[src/sv/rrts_pkg.sv]
package rrts_pkg;

  localparam int unsigned MaxTasks = 16;
  localparam int unsigned PtrW     = $clog2(MaxTasks);
  localparam int unsigned CntW     = $clog2(MaxTasks + 1);

  localparam logic REQ_ARRIVAL = 1'b0;
  localparam logic REQ_TICK    = 1'b1;

  localparam logic [15:0] QuantumReset = 16'd1;

  typedef logic [PtrW-1:0] ptr_t;
  typedef logic [CntW-1:0] cnt_t;

  typedef enum logic [2:0] {
    ST_IDLE   = 3'd0,
    ST_RAN    = 3'd1,
    ST_FINISH = 3'd2,
    ST_ACCEPT = 3'd3,
    ST_DROP   = 3'd4
  } status_t;

  typedef struct packed {
    logic        req_type;
    logic [7:0]  task_id;
    logic [15:0] burst;
  } item_t;

  typedef struct packed {
    status_t     status;
    logic [7:0]  task_id_out;
    logic [31:0] time_now;
  } result_t;

  function automatic ptr_t ring_next(input ptr_t p);
    if (p == ptr_t'(MaxTasks - 1)) begin
      return '0;
    end else begin
      return p + ptr_t'(1);
    end
  endfunction

endpackage

[src/sv/rrts_in_if.sv]
interface rrts_in_if;
  logic        valid;
  logic        ready;
  logic        req_type;
  logic [7:0]  task_id;
  logic [15:0] burst;

  modport source (output valid, output req_type, output task_id, output burst, input ready);
  modport sink   (input valid, input req_type, input task_id, input burst, output ready);
endinterface

[src/sv/rrts_out_if.sv]
interface rrts_out_if;
  logic              valid;
  logic              ready;
  rrts_pkg::status_t status;
  logic [7:0]        task_id_out;
  logic [31:0]       time_now;

  modport source (output valid, output status, output task_id_out, output time_now,
                  input ready);
  modport sink   (input valid, input status, input task_id_out, input time_now,
                  output ready);
endinterface

[src/sv/rrts_engine.sv]
module rrts_engine (
  input  logic              clk,
  input  logic              rst_n,
  input  logic              step,
  input  rrts_pkg::item_t   item,
  input  logic [15:0]       quantum,
  output rrts_pkg::result_t result
);

  logic [7:0]  id_r  [rrts_pkg::MaxTasks];
  logic [15:0] rem_r [rrts_pkg::MaxTasks];

  rrts_pkg::ptr_t head_r, head_nxt;
  rrts_pkg::ptr_t tail_r, tail_nxt;
  rrts_pkg::cnt_t count_r, count_nxt;
  logic [15:0]    slice_r, slice_nxt;
  logic [31:0]    time_r, time_nxt;

  logic           wr_en;
  rrts_pkg::ptr_t wr_addr;
  logic [7:0]     wr_id;
  logic [15:0]    wr_rem;

  logic [7:0]  head_id;
  logic [15:0] head_rem;
  logic [15:0] rem_dec;
  logic [16:0] slice_inc;

  assign head_id   = id_r[head_r];
  assign head_rem  = rem_r[head_r];
  assign rem_dec   = (head_rem == 16'd0) ? 16'd0 : head_rem - 16'd1;
  assign slice_inc = {1'b0, slice_r} + 17'd1;

  always_comb begin
    head_nxt  = head_r;
    tail_nxt  = tail_r;
    count_nxt = count_r;
    slice_nxt = slice_r;
    time_nxt  = time_r;
    wr_en     = 1'b0;
    wr_addr   = tail_r;
    wr_id     = item.task_id;
    wr_rem    = (item.burst == 16'd0) ? 16'd1 : item.burst;
    result.status      = rrts_pkg::ST_IDLE;
    result.task_id_out = item.task_id;
    result.time_now    = time_r;

    if (item.req_type == rrts_pkg::REQ_ARRIVAL) begin
      if (count_r == rrts_pkg::cnt_t'(rrts_pkg::MaxTasks)) begin
        result.status = rrts_pkg::ST_DROP;
      end else begin
        wr_en         = 1'b1;
        tail_nxt      = rrts_pkg::ring_next(tail_r);
        count_nxt     = count_r + rrts_pkg::cnt_t'(1);
        result.status = rrts_pkg::ST_ACCEPT;
      end
    end else begin
      time_nxt        = time_r + 32'd1;
      result.time_now = time_nxt;
      if (count_r == '0) begin
        slice_nxt          = '0;
        result.task_id_out = 8'd0;
      end else begin
        result.task_id_out = head_id;
        wr_id              = head_id;
        wr_rem             = rem_dec;
        if (rem_dec == 16'd0) begin
          head_nxt      = rrts_pkg::ring_next(head_r);
          count_nxt     = count_r - rrts_pkg::cnt_t'(1);
          slice_nxt     = '0;
          result.status = rrts_pkg::ST_FINISH;
        end else begin
          result.status = rrts_pkg::ST_RAN;
          wr_en         = 1'b1;
          if (slice_inc >= {1'b0, quantum}) begin
            // slice used up: rotate to the tail, remaining time kept
            head_nxt  = rrts_pkg::ring_next(head_r);
            tail_nxt  = rrts_pkg::ring_next(tail_r);
            slice_nxt = '0;
          end else begin
            wr_addr   = head_r;
            slice_nxt = slice_inc[15:0];
          end
        end
      end
    end
  end

  always_ff @(posedge clk) begin
    if (!rst_n) begin
      head_r  <= '0;
      tail_r  <= '0;
      count_r <= '0;
      slice_r <= '0;
      time_r  <= '0;
    end else if (step) begin
      head_r  <= head_nxt;
      tail_r  <= tail_nxt;
      count_r <= count_nxt;
      slice_r <= slice_nxt;
      time_r  <= time_nxt;
    end
  end

  always_ff @(posedge clk) begin
    if (step && wr_en) begin
      id_r[wr_addr]  <= wr_id;
      rem_r[wr_addr] <= wr_rem;
    end
  end

endmodule

[src/sv/round_robin_task_scheduler_core.sv]
// Channel  Dir  Handshake      Payload
// in_ch    in   valid/ready    req_type, task_id, burst
// out_ch   out  valid/ready    status, task_id_out, time_now
// cfg_*    in   cfg_we only    cfg_wdata = quantum
//
// One item per cycle sustained while out_ch is ready. The input register loads at the input transfer and
// the result register, together with the engine state, loads after it; out_ch.valid is driven
// from the result register.
// Synchronous active-low reset empties the queue and clears time; quantum = 1.
// A stalled result holds the input stage, which in turn drops in_ch.ready.
module round_robin_task_scheduler_core (
  input  logic         clk,
  input  logic         rst_n,
  rrts_in_if.sink      in_ch,
  rrts_out_if.source   out_ch,
  input  logic         cfg_we,
  input  logic [15:0]  cfg_wdata
);

  logic [15:0]       quantum_r;
  rrts_pkg::item_t   item_r;
  logic              item_vld_r;
  rrts_pkg::result_t res_r;
  logic              res_vld_r;
  rrts_pkg::result_t res_nxt;
  logic              advance;

  assign advance     = !res_vld_r || out_ch.ready;
  assign in_ch.ready = !item_vld_r || advance;

  always_ff @(posedge clk) begin
    if (!rst_n) begin
      quantum_r <= rrts_pkg::QuantumReset;
    end else if (cfg_we) begin
      quantum_r <= cfg_wdata;
    end
  end

  always_ff @(posedge clk) begin
    if (!rst_n) begin
      item_vld_r <= 1'b0;
    end else if (in_ch.ready) begin
      item_vld_r <= in_ch.valid;
    end
  end

  always_ff @(posedge clk) begin
    if (in_ch.ready && in_ch.valid) begin
      item_r.req_type <= in_ch.req_type;
      item_r.task_id  <= in_ch.task_id;
      item_r.burst    <= in_ch.burst;
    end
  end

  rrts_engine u_engine (
    .clk     (clk),
    .rst_n   (rst_n),
    .step    (item_vld_r && advance),
    .item    (item_r),
    .quantum (quantum_r),
    .result  (res_nxt)
  );

  always_ff @(posedge clk) begin
    if (!rst_n) begin
      res_vld_r <= 1'b0;
    end else if (advance) begin
      res_vld_r <= item_vld_r;
    end
  end

  always_ff @(posedge clk) begin
    if (advance && item_vld_r) begin
      res_r <= res_nxt;
    end
  end

  assign out_ch.valid       = res_vld_r;
  assign out_ch.status      = res_r.status;
  assign out_ch.task_id_out = res_r.task_id_out;
  assign out_ch.time_now    = res_r.time_now;

endmodule

[src/flat_wrapper.sv]
// flat-port wrapper written by rule: the top's interface ports become plain ports
module round_robin_task_scheduler_core_flat 
  (clk, rst_n, cfg_we, cfg_wdata, in_ch_valid, in_ch_req_type, in_ch_task_id, in_ch_burst, in_ch_ready, out_ch_valid, out_ch_status, out_ch_task_id_out, out_ch_time_now, out_ch_ready);
  rrts_in_if in_ch_i ();
  rrts_out_if out_ch_i ();
  input  logic clk;
  input  logic rst_n;
  input  logic cfg_we;
  input  logic [15:0] cfg_wdata;
  input wire logic [$bits(in_ch_i.valid)-1:0] in_ch_valid;
  input wire logic [$bits(in_ch_i.req_type)-1:0] in_ch_req_type;
  input wire logic [$bits(in_ch_i.task_id)-1:0] in_ch_task_id;
  input wire logic [$bits(in_ch_i.burst)-1:0] in_ch_burst;
  output wire logic [$bits(in_ch_i.ready)-1:0] in_ch_ready;
  output wire logic [$bits(out_ch_i.valid)-1:0] out_ch_valid;
  output wire logic [$bits(out_ch_i.status)-1:0] out_ch_status;
  output wire logic [$bits(out_ch_i.task_id_out)-1:0] out_ch_task_id_out;
  output wire logic [$bits(out_ch_i.time_now)-1:0] out_ch_time_now;
  input wire logic [$bits(out_ch_i.ready)-1:0] out_ch_ready;
  assign in_ch_i.valid = in_ch_valid;
  assign in_ch_i.req_type = in_ch_req_type;
  assign in_ch_i.task_id = in_ch_task_id;
  assign in_ch_i.burst = in_ch_burst;
  assign in_ch_ready = in_ch_i.ready;
  assign out_ch_valid = out_ch_i.valid;
  assign out_ch_status = out_ch_i.status;
  assign out_ch_task_id_out = out_ch_i.task_id_out;
  assign out_ch_time_now = out_ch_i.time_now;
  assign out_ch_i.ready = out_ch_ready;
  round_robin_task_scheduler_core u_core (.clk(clk), .rst_n(rst_n), .in_ch(in_ch_i), .out_ch(out_ch_i), .cfg_we(cfg_we), .cfg_wdata(cfg_wdata));
endmodule
[config.mk]
export PLATFORM = sky130hd
export DESIGN_NAME = round_robin_task_scheduler_core_flat
export DESIGN_NICKNAME = d
export VERILOG_FILES = /design/src/sv/rrts_pkg.sv /design/src/sv/rrts_in_if.sv /design/src/sv/rrts_out_if.sv /design/src/sv/rrts_engine.sv /design/src/sv/round_robin_task_scheduler_core.sv /design/src/flat_wrapper.sv
export SDC_FILE = /design/constraint.sdc
export NUM_CORES = 1
export LEC_CHECK = 0
export BUFFER_PORTS_ARGS = -buffer_cell sky130_fd_sc_hd__buf_2
export CAP_MARGIN = 15
export CORE_MARGIN = 2
export CORE_UTILIZATION = 54
export CTS_CLUSTER_DIAMETER = 50
export DETAILED_ROUTE_END_ITERATION = 10
export MAX_ROUTING_LAYER = met4
export PLACE_DENSITY = 0.71
export SETUP_SLACK_MARGIN = 0.05
export SYNTH_ARGS = -nofsm -noshare
export SYNTH_HDL_FRONTEND = slang
export SYNTH_SLANG_ARGS = --single-unit
[constraint.sdc]
create_clock -name clk -period 12.8 [get_ports clk]
set_input_delay 3.84 -clock clk [delete_from_list [all_inputs] [get_ports clk]]
set_output_delay 3.84 -clock clk [all_outputs]
set_load 0.03 [all_outputs]
==> run metrics <==
status=finished clean; filler cell count=2977; CP Launch Point=out_ch_ready; clk root buf=clkbuf_16; I/O pin count=91; Worst EP arrival=between 4000 and 5000 ps; Pleak=8.42 nW; cell mode on critical path=buf_2; vias in the first global route=between 10000 and 15000; FF-to-FF setup slack=6130 ps; maxcap violations=0; worst path required time=roughly 9000 ps; Final Hold Fails=0; skew final=approximately 26 ps; worst-path cell chain=buf_2, nor2b_1, nand2_1, buf_2; Antenna diodes=0; initial antenna violation count=0; CP endpoint=in_ch_ready; crit path max fanout=4; Die Width=208 um; VDD IR-drop max=0.000108 V; Relative slew margins=0.323; Most used DFF post-synth=edfxtp_1; Core ar.=just over 40000 um2; Clk pin slew, worst setup/hold paths=50 ps; H-Tree Depth=2; unrepaired setup endpoints after global routing=no; flop and latch count out of synthesis=around 540; CTS Buf Count=55; Logic pwr share=0.052; clk_lat worst skew=~610 ps; synthesized cell area=between 20000 and 25000 um2; EDFF count, synth=452; drt pass-1 iters=7; sequential element share of the synthesized area=0.679; num rows=74; iteration-0 DRC count of the detailed router=around 1200; worst stage delay on the critical path=190 ps; total wire length=48200 um; Vias=roughly 13000; grt total ovfl=0; path type of the worst min-delay path=reg -> reg; vias per cell=6.03; worst reg2reg endpoint=u_core.u_engine.rem_r[11][2]; largest net degree at the start of global routing=56; post-route minimum period=about 8200 ps; port bufs=90; layout cells sized above 1=0.236; Flop pwr share=0.533; nets=1623; CTS Buffer Depth=3; synth unique cells=70; Avg WL per Cell=between 20 and 25 um; Peak Freq=around 0.12 GHz; DRC=0; initial core utilization=0.548; DPL Wire Length=27700 um; ys async rst share=0; Syn Nets=between 1000 and 1500; max-slew violations=0; Post-Place Setup Slack=4550 ps; Synth Warn #=0; worst reg-to-reg path cell count=16; hold buffers post-CTS=0; cell count after synthesis=1426; setup ws final=4550 ps; Die Ht=208 um; first-pass GRT wire length=74100 um; Cell Pwr Density=144 nW/um2; GRT Total Usage=0.232; worst slew pin tran=1020 ps; crit start category=primary input; Clk network pwr share=0.415; Final setup viols=0; die area=~43000 um2; post-cts sizing count=0; routability congestion estimate=0.841; Final TNS setup=0 ps; Internal Power=0.00287 W; TritonCTS clock tree=done; final worst path period share=0.644; clk sinks=535; Setup Buffers After CTS=0; slowest CP cell=nor2b_1; Avg Cell Area, Syn=~16 um2; Sw Ratio=0.218; CP Class=in -> out; antenna-violating nets left=0; Worst setup EP type=output port; total net switching power=0.000801 W; area delta synth->final=13.6%
logic make-up after synthesis:
logic type | count (synthesis) | share of synthesized area
AND/OR/NAND/NOR | 382 | 0.0836
buffers and inverters | 108 | 0.0223
multiplexers | 132 | 0.118
flip-flops | 535 | 0.679
adder cells (fa/ha/maj) | 25 | 0.0143
AO/OA/AOI/OAI | 155 | 0.0483
XOR/XNOR | 89 | 0.0347
power groups by stage:
stage	Combinational (W)	Clock [W]	Sequential, W
6_report	0.000192	0.00152	0.00195
5_1_grt	0.000210	0.00162	0.00196
3_5_place_dp	0.000191	0	0.00199
3_3_place_gp	0.000183	0	0.00199
4_1_cts	0.000191	0.00155	0.00195
2_1_floorplan	0.000106	0	0.00200
flip-flops by register name, indices dropped and copies added, names as in the netlist, named ones only:
register	count
u_core.item_vld_r	1
u_core.out_ch.task_id_out	8
u_core.u_engine.id_r	128
u_core.item_r	25
u_core.u_engine.time_r	32
u_core.u_engine.head_r	4
u_core.quantum_r	16
u_core.u_engine.count_r	5
u_core.u_engine.slice_r	16
u_core.u_engine.tail_r	4
u_core.out_ch.time_now	32
u_core.u_engine.rem_r	256
u_core.out_ch.status	3
u_core.out_ch.valid	1
worst min path at each step:
stage / endpoint / slack (ps) / cells after the start / startpoint
after floorplan: u_core.quantum_r[0] / 450 / 2 / u_core.quantum_r[0]
after global placement: u_core.u_engine.count_r[2] / 470 / 2 / u_core.u_engine.count_r[2]
after detailed placement: u_core.u_engine.count_r[2] / 480 / 2 / u_core.u_engine.count_r[2]
after CTS: u_core.u_engine.count_r[2] / 490 / 2 / u_core.u_engine.count_r[2]
after global routing: u_core.u_engine.count_r[2] / 510 / 2 / u_core.u_engine.count_r[2]
final: u_core.u_engine.count_r[2] / 490 / 2 / u_core.u_engine.count_r[2]
worst max-delay path, delay by kind of cell:
kind / cells / cell delay (ps)
AND/OR/NAND/NOR: 2 / 290
buffers and inverters: 2 / 270
synthesized netlist by cell type (4+ instances only):
master	n	area, um2
clkbuf_1	43	161
o21ai_0	37	185
a21oi_1	22	110
nor3_1	7	35.0
edfxtp_1	452	13600
inv_1	32	120
o31ai_1	8	60.1
a32oi_1	8	70.1
nor2b_1	17	106
buf_1	8	30.0
xor2_1	37	324
or3_1	5	31.3
o21a_1	5	37.5
dfxtp_1	83	1660
buf_6	10	113
ha_1	24	300
a22oi_1	23	173
nand3_1	48	240
nand4_1	31	194
a21o_1	7	52.6
a21boi_1	9	67.6
and2_1	12	75.1
a21boi_0	6	45.0
xnor2_1	52	455
mux2i_1	23	230
nor2_1	100	375
nor4_1	8	50.1
nand2_1	107	402
and3_1	19	119
mux2_2	4	45.0
buf_2	13	65.1
mux4_2	105	2360
cells in the final DEF, fill, tap and decap left out, types with 4 or more instances in the layout:
cell type  Yosys  routed
edfxtp_1     452     452
nand2_1      107     107
mux4_2       105     105
nor2_1       100     100
buf_2         13      90
dfxtp_1       83      80
clkbuf_16      0      55
buf_4          1      54
xnor2_1       52      52
nand3_1       48      48
xor2_1        37      37
o21ai_0       37      36
inv_1         32      31
nand4_1       31      31
ha_1          24      24
a22oi_1       23      23
mux2i_1       23      23
a21oi_1       22      21
and3_1        19      19
nor2b_1       17      17
clkbuf_1      43      16
a21boi_4       0      15
and2_1        12      11
nor4_1         8       8
o31ai_1        8       8
a32oi_1        8       8
clkinv_1       1       8
nor3_1         7       7
a21o_1         7       7
o21a_1         5       5
or3_1          5       5
mux2_2         4       4
inv_6          0       4
clkinv_2       0       4
through the flow:
stage | instance area [um2] | std cells | utilization | hold WS, ps | power [W]
after detailed placement | 23700 | 2025 | 0.580 | 479 | 0.00218
after global routing | 25500 | 2124 | 0.623 | 511 | 0.00378
after floorplan | 22400 | 1426 | - | 446 | 0.00211
after global placement | 23700 | 2025 | 0.580 | 471 | 0.00217
final | 25500 | 2124 | 0.623 | 493 | 0.00367
after CTS | 25500 | 2122 | 0.622 | 492 | 0.00370
final cells by class:
type,instances,area [um2],area share
Multi-Input combinational cell,783,6870,0.270
Timing Repair Buffer,144,856,0.0336
Clock buffer,72,1450,0.0569
Inverter,33,124,0.00486
Clock inverter,25,268,0.0105
Sequential cell,535,15200,0.598
Tap cell,532,666,0.0261
per-layer routing:
layer	part of all wire	track usage	routed length, um
met5	0	-	0
met4	0.024	0.0687	1130
met3	0.074	0.0395	3590
met2	0.49	0.371	23700
met1	0.41	0.310	19800
No activity file was read; power rests on OpenSTA's default activity.
